<file path="config.mk">
export PLATFORM = sky130hd
export DESIGN_NAME = bgsa_ctrl
export DESIGN_NICKNAME = d
export VERILOG_FILES = /design/src/hdl/bgsa_pkg.sv /design/src/hdl/bgsa_ctrl.sv
export SDC_FILE = /design/constraint.sdc
export NUM_CORES = 1
export LEC_CHECK = 0
export BUFFER_PORTS_ARGS = -buffer_cell sky130_fd_sc_hd__buf_2
export CORE_AREA = 2 2 39 41
export DETAILED_ROUTE_END_ITERATION = 12
export DIE_AREA = 0 0 41 43
export GPL_TIMING_DRIVEN = 0
export PLACE_DENSITY_LB_ADDON = 0.25
export SYNTH_ARGS = -nofsm -noshare
export SYNTH_HDL_FRONTEND = slang
export SYNTH_SLANG_ARGS = --single-unit
</file>
<file path="constraint.sdc">
create_clock -name clk -period 1.5 [get_ports clk]
set_clock_uncertainty 0.15 [all_clocks]
set_input_delay 0.075 -clock clk [delete_from_list [all_inputs] [get_ports clk]]
set_output_delay 0.075 -clock clk [all_outputs]
set_load 0.02 [all_outputs]
</file>
<file path="src/hdl/bgsa_pkg.sv">
// bgsa_pkg: shared types and constants for the BEV grid scatter-accumulate block.
// Holds field widths, codes, controller state type and control/status structs.
// No dependencies.
`timescale 1ns / 1ps
`default_nettype none

package bgsa_pkg;

	localparam int VAL_W   = 32;
	localparam int CNT_W   = 9;
	localparam int BCNT_W  = 4;
	localparam int IDX_W   = 8;
	localparam int BIDX_W  = 3;
	localparam int MODE_W  = 2;
	localparam int STS_W   = 2;
	localparam int CFG_IW  = 3;
	localparam int IN_DW   = 72;

	localparam logic [MODE_W-1:0] MODE_ACC   = 2'd0;
	localparam logic [MODE_W-1:0] MODE_READ  = 2'd1;
	localparam logic [MODE_W-1:0] MODE_WRITE = 2'd2;

	localparam logic [STS_W-1:0] STS_OK    = 2'd0;
	localparam logic [STS_W-1:0] STS_RANGE = 2'd1;
	localparam logic [STS_W-1:0] STS_SAT   = 2'd2;

	localparam logic [CFG_IW-1:0] REG_BATCH  = 3'd0;
	localparam logic [CFG_IW-1:0] REG_DEPTH  = 3'd1;
	localparam logic [CFG_IW-1:0] REG_HEIGHT = 3'd2;
	localparam logic [CFG_IW-1:0] REG_WIDTH  = 3'd3;
	localparam logic [CFG_IW-1:0] REG_CHAN   = 3'd4;

	localparam logic [1:0] STEP_LAST = 2'd3;

	typedef enum logic [2:0] {
		S_CLEAR,
		S_IDLE,
		S_ADDR,
		S_READ,
		S_MODIFY,
		S_OUT
	} state_t;

	typedef struct packed {
		logic       clear;
		logic       load;
		logic       mul;
		logic [1:0] step;
		logic       rd;
		logic       err;
		logic       modify;
		logic       out_load;
	} cmd_t;

	typedef struct packed {
		logic clr_last;
		logic addr_ok;
	} stat_t;

endpackage

`default_nettype wire

</file>
<file path="src/hdl/bgsa_ctrl.sv">
// bgsa_ctrl: controller FSM for the BEV grid scatter-accumulate block.
// Sequences the clear sweep, address steps, RAM access and output register.
// Depends on bgsa_pkg.
`timescale 1ns / 1ps
`default_nettype none

module bgsa_ctrl
	import bgsa_pkg::*;
(
	input  wire logic  clk,
	input  wire logic  arst_n,
	input  wire logic  in_valid,
	output logic       in_ready,
	output logic       out_valid,
	input  wire logic  out_ready,
	input  wire stat_t stat,
	output cmd_t       cmd
);

	state_t     state_q, state_d;
	logic [1:0] step_q;
	logic       out_valid_q;

	always_ff @(posedge clk or negedge arst_n) begin
		if (!arst_n) begin
			state_q <= S_CLEAR;
		end else begin
			state_q <= state_d;
		end
	end

	always_comb begin
		state_d  = state_q;
		cmd      = '0;
		cmd.step = step_q;
		in_ready = 1'b0;
		case (state_q)
			S_CLEAR: begin
				cmd.clear = 1'b1;
				if (stat.clr_last) begin
					state_d = S_IDLE;
				end
			end
			S_IDLE: begin
				in_ready = 1'b1;
				if (in_valid) begin
					cmd.load = 1'b1;
					state_d  = S_ADDR;
				end
			end
			S_ADDR: begin
				cmd.mul = 1'b1;
				if (step_q == STEP_LAST) begin
					state_d = S_READ;
				end
			end
			S_READ: begin
				if (stat.addr_ok) begin
					cmd.rd  = 1'b1;
					state_d = S_MODIFY;
				end else begin
					cmd.err = 1'b1;
					state_d = S_OUT;
				end
			end
			S_MODIFY: begin
				cmd.modify = 1'b1;
				state_d    = S_OUT;
			end
			S_OUT: begin
				if (!out_valid_q || out_ready) begin
					cmd.out_load = 1'b1;
					state_d      = S_IDLE;
				end
			end
			default: begin
				state_d = S_IDLE;
			end
		endcase
	end

	always_ff @(posedge clk or negedge arst_n) begin
		if (!arst_n) begin
			step_q      <= 2'd0;
			out_valid_q <= 1'b0;
		end else begin
			if (cmd.load) begin
				step_q <= 2'd0;
			end else if (cmd.mul) begin
				step_q <= step_q + 2'd1;
			end
			if (cmd.out_load) begin
				out_valid_q <= 1'b1;
			end else if (out_ready) begin
				out_valid_q <= 1'b0;
			end
		end
	end

	assign out_valid = out_valid_q;

	logic rd_cmd, modify_cmd;
	assign rd_cmd     = cmd.rd;
	assign modify_cmd = cmd.modify;

	a_no_overwrite: assert property (@(posedge clk) disable iff (!arst_n)
		cmd.out_load |-> (!out_valid_q || out_ready))
		else $error("result register overwritten while held");

	a_rd_in_range: assert property (@(posedge clk) disable iff (!arst_n)
		rd_cmd |-> stat.addr_ok)
		else $error("grid read issued for an out-of-range address");

	a_modify_after_rd: assert property (@(posedge clk) disable iff (!arst_n)
		modify_cmd |-> $past(rd_cmd))
		else $error("modify without a preceding read");

	a_accept_starts_addr: assert property (@(posedge clk) disable iff (!arst_n)
		(in_valid && in_ready) |=> (state_q == S_ADDR && step_q == 2'd0))
		else $error("accepted transaction did not start address build");

endmodule

`default_nettype wire

</file>
==> results.md, run 1 <==
- Crit path max fanout: 9
- Leak Pwr: between 0.0002 and 0.0003 uW
- Std-Cell Rows: 14
- Total via count in the routed design: about 310
- Area of the die: between 1500 and 2000 um^2
- Initial antenna violation count: 0
- Mean instance size in the synthesized netlist: 11.08 um^2
- Deepest clock path buffer count: 2
- Vert. Die Dim: 43 um
- Via count of the first global-routing pass: 268
- Number of top-level pins: 17
- Largest family of logic cells by synthesized area: simple AND/OR/NAND/NOR gates
- Crit Path Class: flop to output port
- Crit share post-route: 0.9632
- Xor/xnor cell area share of the yosys netlist: 0.02258
- Remaining design rule violation count: 0
- Sum of negative setup slack: 0 ps
- Placeable core region: 1384 um^2
- Number of nets produced by synthesis: 42
- N_diodes: 0
- Share of layout cells above drive strength 1: 0.5345
- Length of routed met2 wiring: 343 um
- Endpoint required time on the critical path: 1270 ps
- Post-synthesis mux area share: 0.08387
- Minimum hold slack: 39.40 ps
- Crit path buf inv count: 2
- Final Hold Viols: 0
- Count of final setup violators: 0
- Overall overflow remaining after global route: 0
- Number of buffers created by CTS: 3
- Uppermost metal layer occupied by signal nets: met3
- Clk Tree Root Cell: sky130_fd_sc_hd__clkbuf_4
- Placed inst area: 488.0 um^2
- Adder and majority cell fraction of the synthesized area: 0.03226
- Worst max-slew margin expressed relative to the limit: 0.8337
- Detailed placer's ending HPWL: 555.4 um
- Detailed Route WL: ~750 um
- Net count, final: 67
- Initial DRC count: 1
- Synthesized-area fraction occupied by ao, oa, aoi and oai cells: 0.03226
- Number of port buffers: 16
- CP cell instances: buf_6, nor3b_4, buf_4
- Maximum clock frequency: approximately 0.69 GHz
- Global routing usage summed across all routing layers: 0.1022
- GP Congestion: 0.6223
- Insertion delay to the later sink of the worst-skew pair: 240 ps
- Wire length the detailed router placed on met1: 371 um
- Max rail drop VDD: 0.8857 mV
- Area fraction in and, or, nand and nor cells after synthesis: 0.3161
- Post-Synthesis Cells: 35
- Average wire length per cell after detail routing: 10.12 um
- PD cells: 2186 nW/um^2
- Final Slew Violations: 0
- Netlist cell types: 22
- Portion of the post-synthesis area used by sequential elements: 0.3871
- Number of routed nets with antenna violations: 0
- Wire length of the first global-routing pass: 1.179 mm
- Endpoint class of the critical path: output port
- Crit-path max cell delay: between 300 and 400 ps
- Number of warnings reported in the yosys synthesis log: 0
- Arrival time at the worst endpoint: 1220 ps
- DR pass1 iterations: 2
- Pin count of the biggest net entering global routing: 10
- Class of the tightest hold or removal check: input pin to asynchronous set/reset pin
- Wire length on met3: 34 um
- Pre-CTS worst setup slack: 174.9 ps
- Number of clock sinks: 6
- Count of state elements after synthesis: 6
- Via density per instance: 4.176
- Startpoint Class: flop
- Final Cell Area: 560.5 um^2
- Actual transition at the worst max-transition pin: between 200 and 250 ps
- Unrepaired setup endpoints after global routing: no
- Number of violations of the max-capacitance limit: 0
- Min setup slack post-route: about 55 ps
- TritonCTS clock tree: done
- Outcome: finished clean
- Starting density of the core: 0.2803
- Family with the most delay on the worst path: flip-flops
- Width of the die: roughly 40 um
- Shortest period the worst path allows: ~1400 ps
- Final standard cell utilization of the core: 0.4051
- Clock slew seen by the registers of the worst setup and hold paths: 50 ps
- Post-synthesis instance area: 387.9 um^2
- Level count of the clock H-tree: 1
- Standard cell with the maximum stage delay on the critical path: sky130_fd_sc_hd__dfrtp_1
- Area Overhead vs Synth: 44.52%
==> cell usage after synthesis, drive strengths merged <==
cell type	n	area [um^2]
nor3	2	10.01
nor3b	3	45.05
nand2b	2	12.51
xnor2	1	8.760
dfrtp	6	150.1
and2	2	13.77
nor2b	1	6.260
a21oi	1	5.000
buf	4	41.29
mux4	1	22.52
nor2	3	13.77
ha	1	12.51
or2	1	6.260
a21o	1	7.510
nand2	2	7.510
mux2i	1	10.01
nand3b	1	7.510
inv	2	7.510
==> placed cells by master, fill, tap and decap left out <==
cell type,n
sky130_fd_sc_hd__buf_2,14
sky130_fd_sc_hd__dfrtp_1,6
sky130_fd_sc_hd__buf_6,4
sky130_fd_sc_hd__buf_4,4
sky130_fd_sc_hd__clkbuf_4,3
sky130_fd_sc_hd__nand2_1,2
sky130_fd_sc_hd__nor3_1,2
sky130_fd_sc_hd__nor3b_4,2
sky130_fd_sc_hd__nand2b_1,2
sky130_fd_sc_hd__nor2_1,2
sky130_fd_sc_hd__inv_1,2
sky130_fd_sc_hd__dlygate4sd3_1,2
sky130_fd_sc_hd__nor3b_2,1
sky130_fd_sc_hd__and2_4,1
sky130_fd_sc_hd__nand3b_1,1
sky130_fd_sc_hd__nor2b_1,1
sky130_fd_sc_hd__and2_1,1
sky130_fd_sc_hd__mux2i_1,1
sky130_fd_sc_hd__or2_1,1
sky130_fd_sc_hd__a21oi_1,1
sky130_fd_sc_hd__a21o_1,1
sky130_fd_sc_hd__mux4_2,1
sky130_fd_sc_hd__xnor2_1,1
sky130_fd_sc_hd__nor2_2,1
sky130_fd_sc_hd__ha_1,1
==> per-stage QoR <==
step	instances	power, uW
floorplan	35	846.1
finish	74	1225
global route	74	1317
CTS	73	1207
global placement	67	1015
detailed placement	67	1022
==> state kept, by name, indices dropped and copies added (netlist names) <==
signal,cells
step_q,2
out_valid,1
state_q,3
==> repair_timing <==
item	in CTS	in global routing
hold buffers	2	0
gates resized for setup	2	3
pin swaps	1	2
endpoints found under the hold margin	7	0
buffers inserted	1	1
setup endpoints to repair	1	3
==> final timing paths <==
| kind | cells past startpoint | startpoint | endpoint | slack, ps |
|---|---|---|---|---|
| worst max-delay path | 3 | state_q[2] | cmd[6] | 60 |
| worst min-delay path | 2 | arst_n | state_q[2] | 40 |
| worst max register to register | 5 | state_q[0] | state_q[1] | 100 |
| worst min register to register | 2 | out_valid | out_valid | 370 |
| max in group asynchronous | 2 | arst_n | state_q[1] | 1020 |
| min in group clk | 3 | in_valid | state_q[0] | 80 |
==> cell families (layout without fill, tap and decap cells) <==
logic type | count (synthesis) | after routing
AND/OR/NAND/NOR | 17 | 17
flip-flops | 6 | 6
buffers and inverters | 6 | 29
AO/OA/AOI/OAI | 2 | 2
multiplexers | 2 | 2
adder cells (fa/ha/maj) | 1 | 1
XOR/XNOR | 1 | 1
==> routing by layer <==
layer / global-route usage / vias to the layer above
li1: - / 161
met1: 0.1485 / 140
met2: 0.1281 / 8
met3: 0.03141 / 0
met4: 0.06000 / 0
met5: 0 / -
==> final cells by class <==
cell class	count	area (um^2)
Clock buffer	3	22.52
Fill cell	148	823.3
Buffer	4	41.29
Inverter	2	7.507
Multi-Input combinational cell	23	195.2
Timing Repair Buffer	20	123.9
Sequential cell	6	150.1
Tap cell	16	20.02
==> power breakdown <==
group	internal (uW)	switching, uW
Combinational	381	419
Clock	90.5	57.7
Sequential	237	40.0
==> worst register-to-register path, delay by kind of cell, from the launching register on <==
family	cells	cell delay [ps]
AND/OR/NAND/NOR	3	490
flip-flops	1	360
buffers and inverters	2	270
Note: power is estimated with default switching activity, not from simulation.
==> run 2, diff against run 1 <==
--- a/config.mk
+++ b/config.mk
@@ -10,7 +10,8 @@
 export DETAILED_ROUTE_END_ITERATION = 12
 export DIE_AREA = 0 0 41 43
 export GPL_TIMING_DRIVEN = 0
-export PLACE_DENSITY_LB_ADDON = 0.25
+export HOLD_SLACK_MARGIN = 0.08
+export PLACE_DENSITY = 0.6
 export SYNTH_ARGS = -nofsm -noshare
 export SYNTH_HDL_FRONTEND = slang
 export SYNTH_SLANG_ARGS = --single-unit
==> run 2 against run 1 <==
  * Non-clock buffer count is 2 higher
  * First-iteration DRC count rose to 5.0 times the previous value
  * Die area did not move
  * Critical endpoint is now cmd[1]
  * Maximum frequency down 1.2%
  * Sequential share of layout area decreased by 1.1 points
  * Hold slack gained 84 ps
==> results.md, run 2 (synthesized netlist as in run 1, its figures left out) <==
- Std-Cell Rows: 14
- Met2 capacity usage during global routing: 0.1531
- Actual transition at the worst max-transition pin: around 280 ps
- Net count, final: just under 70
- Outcome: finished clean
- Share of layout cells above drive strength 1: 0.5000
- Area of the die: about 1800 um^2
- Final Slew Violations: 0
- Global routing usage summed across all routing layers: 0.1075
- Level count of the clock H-tree: 1
- Detailed Route WL: 779 um
- Wire length of the first global-routing pass: 1.242 mm
- N_diodes: 0
- Insertion delay to the later sink of the worst-skew pair: 250 ps
- Number of port buffers: 16
- End point of the worst hold path: state_q[0]
- Total power after layout: 1227 uW
- Initial DRC count: 5
- Most used cells in the layout excluding fill and tap cells: sky130_fd_sc_hd__buf_2 (14), sky130_fd_sc_hd__dfrtp_1 (6), sky130_fd_sc_hd__buf_6 (5), sky130_fd_sc_hd__dlygate4sd3_1 (5), sky130_fd_sc_hd__clkbuf_4 (3)
- DR pass1 iterations: 2
- Worst hold path depth: 4
- Leading cell type in the layout, fill and taps excluded: sky130_fd_sc_hd__buf_2
- Maximum clock frequency: about 0.7 GHz
- Overall overflow remaining after global route: 0
- Max rail drop VDD: 0.9799 mV
- Endpoint required time on the critical path: 1270 ps
- Number of routed nets with antenna violations: 0
- Met3 track utilization from global routing: 0.01571
- Number of clock sinks: 6
- Launching instance or port of the critical path: state_q[0]
- Top register by number of flip-flops: state_q
- FF/Latch Area: 150.1 um^2
- Largest register FFs: 3
- Detailed placer's ending HPWL: 558.4 um
- Met1 global-route usage: 0.1395
- Initial antenna violation count: 0
- Count of final setup violators: 0
- Via count of the first global-routing pass: 307
- GP Congestion: roughly 0.71
- Min setup slack post-route: 37.32 ps
- Crit share post-route: 0.9751
- Number of fill cells in the layout: 141
- Final Hold Viols: 0
- Hold wc startpoint: stat[1]
- Vert. Die Dim: roughly 43 um
- PD cells: roughly 2100 nW/um^2
- Crit path max fanout: 8
- Starting density of the core: 0.2803
- Worst reg2reg path depth: 5
- Multi-input logic area: about 190 um^2
- Leak Pwr: 0.0003055 uW
- TritonCTS clock tree: done
- Area Overhead vs Synth: 50.65%
- Via density per instance: 4.303
- Width of the die: 41 um
- Sum of negative setup slack: 0 ps
- Number of top-level pins: 17
- Arrival time at the worst endpoint: ~1200 ps
- Pin count of the biggest net entering global routing: 10
- Unrepaired setup endpoints after global routing: yes
- Placed inst area: a little under 500 um^2
- Reg2reg end: state_q[1]
- Minimum hold slack: 123.5 ps
- Final Cell Area: 584.3 um^2
- Layer carrying the most global-route usage: met2
- Endpoint class of the critical path: output port
- Clock slew seen by the registers of the worst setup and hold paths: 50 ps
- Worst max-slew margin expressed relative to the limit: 0.8157
- Total via count in the routed design: 327
- Average wire length per cell after detail routing: 10.25 um
- Crit Path Class: flop to output port
- Clk Tree Root Cell: sky130_fd_sc_hd__clkbuf_4
- Number of violations of the max-capacitance limit: 0
- Worst reg2reg setup slack: 90 ps
- Placeable core region: 1384 um^2
- Class of the tightest hold or removal check: input pin to flop
- Number of buffers created by CTS: 3
- Pre-CTS worst setup slack: 166.3 ps
- Startpoint Class: flop
- Shortest period the worst path allows: 1463 ps
- Remaining design rule violation count: 0
- RR Startpoint: state_q[0]
- Deepest clock path buffer count: 2
==> run 2: cell count changes in the layout (fill, tap and decap cells not counted), sizes merged <==
cell,change
dlygate4sd3,+3
buf,-1
==> run 2: critical path, stage by stage, from the launching register on <==
cell	delay (ps)
sky130_fd_sc_hd__dfrtp_1	370
sky130_fd_sc_hd__buf_6	140
sky130_fd_sc_hd__nor3b_1	200
sky130_fd_sc_hd__buf_4	130
sky130_fd_sc_hd__buf_2	150
==> run 2: through the flow <==
step | cells | utilization
after floorplan | 35 | -
after global placement | 67 | 0.3526
after detailed placement | 67 | 0.3526
after CTS | 76 | 0.4132
after global routing | 76 | 0.4222
final | 76 | 0.4222
==> run 2: repair_timing <==
action,4_1_cts,5_1_grt
pin swaps,1,3
setup buffers,1,0
endpoints found under the setup margin,1,3
hold buffers,5,0
resized for setup,2,4
endpoints found under the hold margin,10,0
==> run 2: power breakdown <==
| part | leakage [uW] | internal (uW) | switching [uW] | total [uW] |
|---|---|---|---|---|
| clock | 0.0000138 | 90.9 | 63.5 | 154 |
| combinational | 0.000214 | 379 | 415 | 794 |
| sequential | 0.0000776 | 237 | 42.3 | 279 |
==> run 2: how the worst max path moves through the flow <==
stage            endpoint  depth (start not counted)
2_1_floorplan   step_q[1]                          4
3_3_place_gp   state_q[1]                          4
3_5_place_dp   state_q[1]                          4
4_1_cts            cmd[6]                          3
5_1_grt            cmd[6]                          3
6_report           cmd[1]                          4
==> run 2: cell type report <==
class,instances,area share
Timing Repair Buffer,22,0.2570
Buffer,4,0.07066
Inverter,2,0.01285
Tap cell,16,0.03426
Clock buffer,3,0.03854
Sequential cell,6,0.2570
Multi-Input combinational cell,23,0.3298
==> run 2: layer usage <==
layer,share of wire,up-vias
li1,-,166
met1,0.43,149
met2,0.49,10
met3,0.044,2
met4,0.031,0
met5,0,-
